<file path="src/msrf_pkg.sv">
package msrf_pkg;

    // Bank sizes (upper limits for the top-level parameters)
    localparam int FIXED_RANGE_MAX    = 32;
    localparam int VARIABLE_RANGE_MAX = 16;

    localparam int IDX_W  = 32;
    localparam int HALF_W = 32;
    localparam int WORD_W = 64;

    // Register map
    localparam logic [IDX_W-1:0] IDX_INTC_BASE = 32'h0000_001B;
    localparam logic [IDX_W-1:0] IDX_FIXED_BASE = 32'h0000_0250;
    localparam logic [IDX_W-1:0] IDX_VAR_BASE  = 32'h0000_0200;
    localparam logic [IDX_W-1:0] IDX_PAGE_ATTR = 32'h0000_0277;
    localparam logic [IDX_W-1:0] IDX_DEF_TYPE  = 32'h0000_02FF;
    localparam logic [IDX_W-1:0] IDX_FAST_BASE = 32'h0000_0174;
    localparam logic [IDX_W-1:0] IDX_CONST     = 32'h0000_00FE;
    localparam logic [IDX_W-1:0] IDX_STAMP     = 32'h0000_0010;
    localparam logic [IDX_W-1:0] IDX_EXT_FEAT  = 32'hC000_0080;

    localparam logic [WORD_W-1:0] CONST_VALUE = 64'h0000_0000_0000_0508;

    // Fast-call registers: three 32-bit entries
    localparam int FAST_COUNT = 3;
    localparam int FAST_IW    = $clog2(FAST_COUNT);

    // Access kind
    localparam logic FUNC_READ  = 1'b0;
    localparam logic FUNC_WRITE = 1'b1;

    // Result status
    typedef logic [1:0] msrf_status_t;
    localparam msrf_status_t ST_DONE    = 2'd0;
    localparam msrf_status_t ST_FAULT   = 2'd1;
    localparam msrf_status_t ST_UNKNOWN = 2'd2;

    // Index decode result, one flag per register group
    typedef struct packed {
        logic intc_base;
        logic page_attr;
        logic def_type;
        logic ext_feat;
        logic fixed;
        logic variable;
        logic fast;
        logic stamp;
        logic const_ro;
    } msrf_hit_t;

endpackage

</file>
<file path="src/msrf_decode.sv">
module msrf_decode
    import msrf_pkg::*;
#(
    parameter int FIXED_RANGE_COUNT    = FIXED_RANGE_MAX,
    parameter int VARIABLE_RANGE_COUNT = VARIABLE_RANGE_MAX,
    localparam int FIX_IW = (FIXED_RANGE_COUNT > 1) ? $clog2(FIXED_RANGE_COUNT) : 1,
    localparam int VAR_IW = (VARIABLE_RANGE_COUNT > 1) ? $clog2(VARIABLE_RANGE_COUNT) : 1
)
(
    input  logic [IDX_W-1:0]   reg_index,
    output msrf_hit_t          hit,
    output logic [FIX_IW-1:0]  fixed_sel,
    output logic [VAR_IW-1:0]  var_sel,
    output logic [FAST_IW-1:0] fast_sel
);

    logic [IDX_W-1:0] fixed_diff;
    logic [IDX_W-1:0] var_diff;
    logic [IDX_W-1:0] fast_diff;

    assign fixed_diff = reg_index - IDX_FIXED_BASE;
    assign var_diff   = reg_index - IDX_VAR_BASE;
    assign fast_diff  = reg_index - IDX_FAST_BASE;

    always_comb
    begin
        hit.intc_base = (reg_index == IDX_INTC_BASE);
        hit.page_attr = (reg_index == IDX_PAGE_ATTR);
        hit.def_type  = (reg_index == IDX_DEF_TYPE);
        hit.ext_feat  = (reg_index == IDX_EXT_FEAT);
        hit.fixed     = (reg_index >= IDX_FIXED_BASE) &&
                        (fixed_diff < IDX_W'(FIXED_RANGE_COUNT));
        hit.variable  = (reg_index >= IDX_VAR_BASE) &&
                        (var_diff < IDX_W'(VARIABLE_RANGE_COUNT));
        hit.fast      = (reg_index >= IDX_FAST_BASE) &&
                        (fast_diff < IDX_W'(FAST_COUNT));
        hit.stamp     = (reg_index == IDX_STAMP);
        hit.const_ro  = (reg_index == IDX_CONST);
    end

    assign fixed_sel = fixed_diff[FIX_IW-1:0];
    assign var_sel   = var_diff[VAR_IW-1:0];
    assign fast_sel  = fast_diff[FAST_IW-1:0];

endmodule

</file>
<file path="config.mk">
export PLATFORM = sky130hd
export DESIGN_NAME = msrf_decode
export DESIGN_NICKNAME = d
export VERILOG_FILES = /design/src/msrf_pkg.sv /design/src/msrf_decode.sv
export SDC_FILE = /design/constraint.sdc
export NUM_CORES = 1
export LEC_CHECK = 0
export CAP_MARGIN = 10
export CORE_ASPECT_RATIO = 1.25
export CORE_UTILIZATION = 55
export DETAILED_ROUTE_END_ITERATION = 8
export DONT_BUFFER_PORTS = 1
export PLACE_DENSITY = 0.84
export SLEW_MARGIN = 20
export SYNTH_ARGS = -nofsm -noshare
export SYNTH_HDL_FRONTEND = slang
export SYNTH_SLANG_ARGS = --single-unit
</file>
<file path="constraint.sdc">
create_clock -name vclk -period 2.5
set_clock_uncertainty 0.05 [all_clocks]
set_input_delay 0.375 -clock vclk [all_inputs]
set_output_delay 0.375 -clock vclk [all_outputs]
set_load 0.005 [all_outputs]
</file>
======== Yosys cells after proc, flatten, opt, wreduce, memory -nomap -nowiden ========
Cells that the tools add are included.
cells by class
  add/sub/neg operators ................... 3
  magnitude comparators ................... 6
  equality and inequality tests ........... 6
  reduce and logical (&&, ||, !) cells .... 3
operator list
  operator                                                              number
  equality test 32 x 10 -> 1 bit (second input constant)                2
  equality test 32 x 5 -> 1 bit (second input constant)                 2
  greater-or-equal comparator 32 x 10 -> 1 bit (second input constant)  2
  subtractor 32 x 10 -> 32 bit (second input constant)                  2
  equality test 32 bit (second input constant)                          1
  equality test 32 x 8 -> 1 bit (second input constant)                 1
  greater-or-equal comparator 32 x 9 -> 1 bit (second input constant)   1
  less-than comparator 32 x 2 -> 1 bit (second input constant)          1
  less-than comparator 32 x 5 -> 1 bit (second input constant)          1
  less-than comparator 32 x 6 -> 1 bit (second input constant)          1
  subtractor 32 x 9 -> 32 bit (second input constant)                   1
  logical AND 1 bit                                                     3
storage, ports and cells
  register bits after elaboration ......... 0
  output and inout bits ................... 20

======== Logic depth before layout (Yosys ltp) ========
  depth after elaboration ................. 3
  gate-level depth with buffers ........... 8
  depth with buffers taken out ............ 8

======== Worst setup path before layout ========
OpenSTA, ideal clock, no wires.
  path kind ............................... input -> output
  start ................................... input port reg_index[12]
  end ..................................... output port hit[2] in the netlist's numbering
  data arrival time ....................... 2.152 ns
  path slack .............................. -0.077 ns
  stages .................................. 7
  cell sequence ........................... buf_6 > or3_4 > or3_4 > or2_0 > a2111oi_2 > o2111ai_1 > nor4_2
RTL lines
  what                line               source
  start: declaration  msrf_decode.sv:10  input logic [IDX_W-1:0] reg_index,
  end: declaration    msrf_decode.sv:11  output msrf_hit_t hit,

==> results.toml <==
[placed_design]
routabilityCongestion = 0.9782
port-buffer-count = 0
place_hpwl_um = 3157
place_area_um2 = 1289
place_ws_ns = -0.2310

[run_status]
violations = "DRC, setup timing"
status = "finished, violations left"

[global_route]
grt_pass1_vias = 1385
grt_usage_pct = 32.45
antenna_found_initial = 0
globalRouteOverflowTotal = 0
grt_pass1_wl_um = 5989
gr-usage-met2_pct = 61.76
top_usage_layer = "met2"
grt_max_degree = 13
grt_util_met1_pct = 37.67
met3_usage_pct = 1.650

[timing]
slew_viol_final = 0
rsz0062_at_grt = "yes"
worst_pin_slew_ns = 0.4883
fin_hold_ws_ns = 0.7002
setup_ws_ns = -0.1225
tns_ns = -0.1314
post-route-period-util_pct = 104.9
maxSlewHeadroom_pct = 67.14
max_freq_mhz = 381.3
hold_viol = 0
setup_violations = 2
finalCriticalPeriod_ns = 2.623

[drt]
vias = 1455
detail-route-antenna-nets = 0
firstDrtPassIters = 7
viasPerCell = 7.167
routed_wl_um = 3899
avgRoutedWirePerCell_um = 19.21
drt_iter0_drc = 70
drcViolationCount = 5

[die]
num_rows = 18
start_util_pct = 59.88
die_x_um = 44.02
core-area_um2 = 2027
die_area_um2 = 2400
die_h_um = 54.52
io_pins = 52

[yosys]
synth_warnings = 0
syn-num-nets = 221
synth_area_um2 = 1214
syn_inst = 181
synth_top_cell_by_area = "ha_1"
syn_avg_cell_area_um2 = 6.705
synthDistinctLibCells = 46
synth_top_area_share_pct = 8.247
seq_area_frac_synth_pct = 0
netlist_top_cells_area = "ha_1 (8.2%), xnor2_1 (7.9%), xor2_1 (6.5%), buf_4 (6.2%), nor4_1 (5.7%)"

[pwr]
pwr_density_cell_nw_per_um2 = 73.79
p_total_uw = 100.5
max-vdd-ir-drop_v = 0.00005773
p_leak_nw = 0.4043

[final_layout]
multi_input_area_um2 = 1157
fillers = 177
clkbuf_count = 0
nNetsFinal = 225
regArea_um2 = 0
final_cell_mix = "buf_4 (21), nor2_1 (18), xnor2_1 (11)"
syn_to_final_growth_pct = 12.27
finalInstanceArea_um2 = 1363
final_common_cell = "buf_4"
drive_gt1_share_pct = 23.50
n_antenna_cell = 0
seq_cells = 0

[worst_setup_path]
critPathMaxFanout = 5
worstSetupPathType = "in -> out"
startpoint_type = "input pin"
required_ns = 2.08
startpoint = "reg_index[14]"
crit_arrival_ns = 2.20
crit_path_end_kind = "primary output"

[flow_run]
drv_cap = 0

[cts]
cts-hold-fix-buffers = 0
post_cts_buffers = 0

[hold_path]
hold_path.startpoint = "reg_index[0]"
hp-class = "in -> out"
## timing repair
item / in CTS / in global routing
endpoints found under the setup margin: 3 / 4
pin swaps: 2 / 1
gates resized for setup: 8 / 6
## area by class of cell
class,count,area share (%)
Timing Repair Buffer,21,11.57
Multi-Input combinational cell,157,84.94
Inverter,5,1.653
Tap cell,20,1.837
## report_power, final
group	leakage (nW)	switching (mW)	total [mW]	internal, mW
registers	0	0	0	0
clock network	0	0	0	0
logic	0.404	0.0482	0.101	0.0523
total	0.404	0.0482	0.101	0.0523
## per-layer routing
| metal | vias to the layer above | wire (um) |
|---|---|---|
| li1 | 677 | - |
| met1 | 693 | 1559 |
| met2 | 75 | 1971 |
| met3 | 10 | 275 |
| met4 | 0 | 92 |
| met5 | - | 0 |
## worst paths after layout
check	end	slack (ns)	cells past startpoint
hold / removal	fast_sel[0]	0.70	0
setup / recovery	hit[2]	-0.12	6
## stage by stage
step	utilization, %	instances
final	67.22	203
after global routing	67.22	203
after CTS	65.56	203
after detailed placement	63.58	203
after global placement	63.58	203
after floorplan	-	181
## critical path, cell delays in order
cell and delay [ns]:
or3_4 0.37, or3_4 0.41, or2_0 0.23, a2111oi_2 0.36, o2111ai_1 0.18, nor4_2 0.27
## cells in the mapped netlist, drive strengths merged, types with 2 or more instances
master	instances
nor2	19
buf	13
nor4	13
nor3	12
xnor2	11
nand2	9
xor2	9
ha	8
nand4	7
o21ai	7
clkbuf	6
nand3	6
a21oi	5
inv	5
nor4b	5
or3	5
or4	5
and3	4
nand2b	4
o2111ai	4
nand3b	3
or2	3
a2111oi	2
nor2b	2
## cells by family (layout without fill, tap and decap cells)
kind of cell             Yosys count  count (layout)  share of synthesized area [%]
XOR/XNOR                          20              20                          14.43
AND/OR/NAND/NOR                  101             101                          49.28
adder cells (fa/ha/maj)            8               8                          8.248
multiplexers                       1               1                         0.8248
buffers and inverters             24              26                          11.34
AO/OA/AOI/OAI                     27              27                          15.88
No activity file was read; power rests on OpenSTA's default activity.
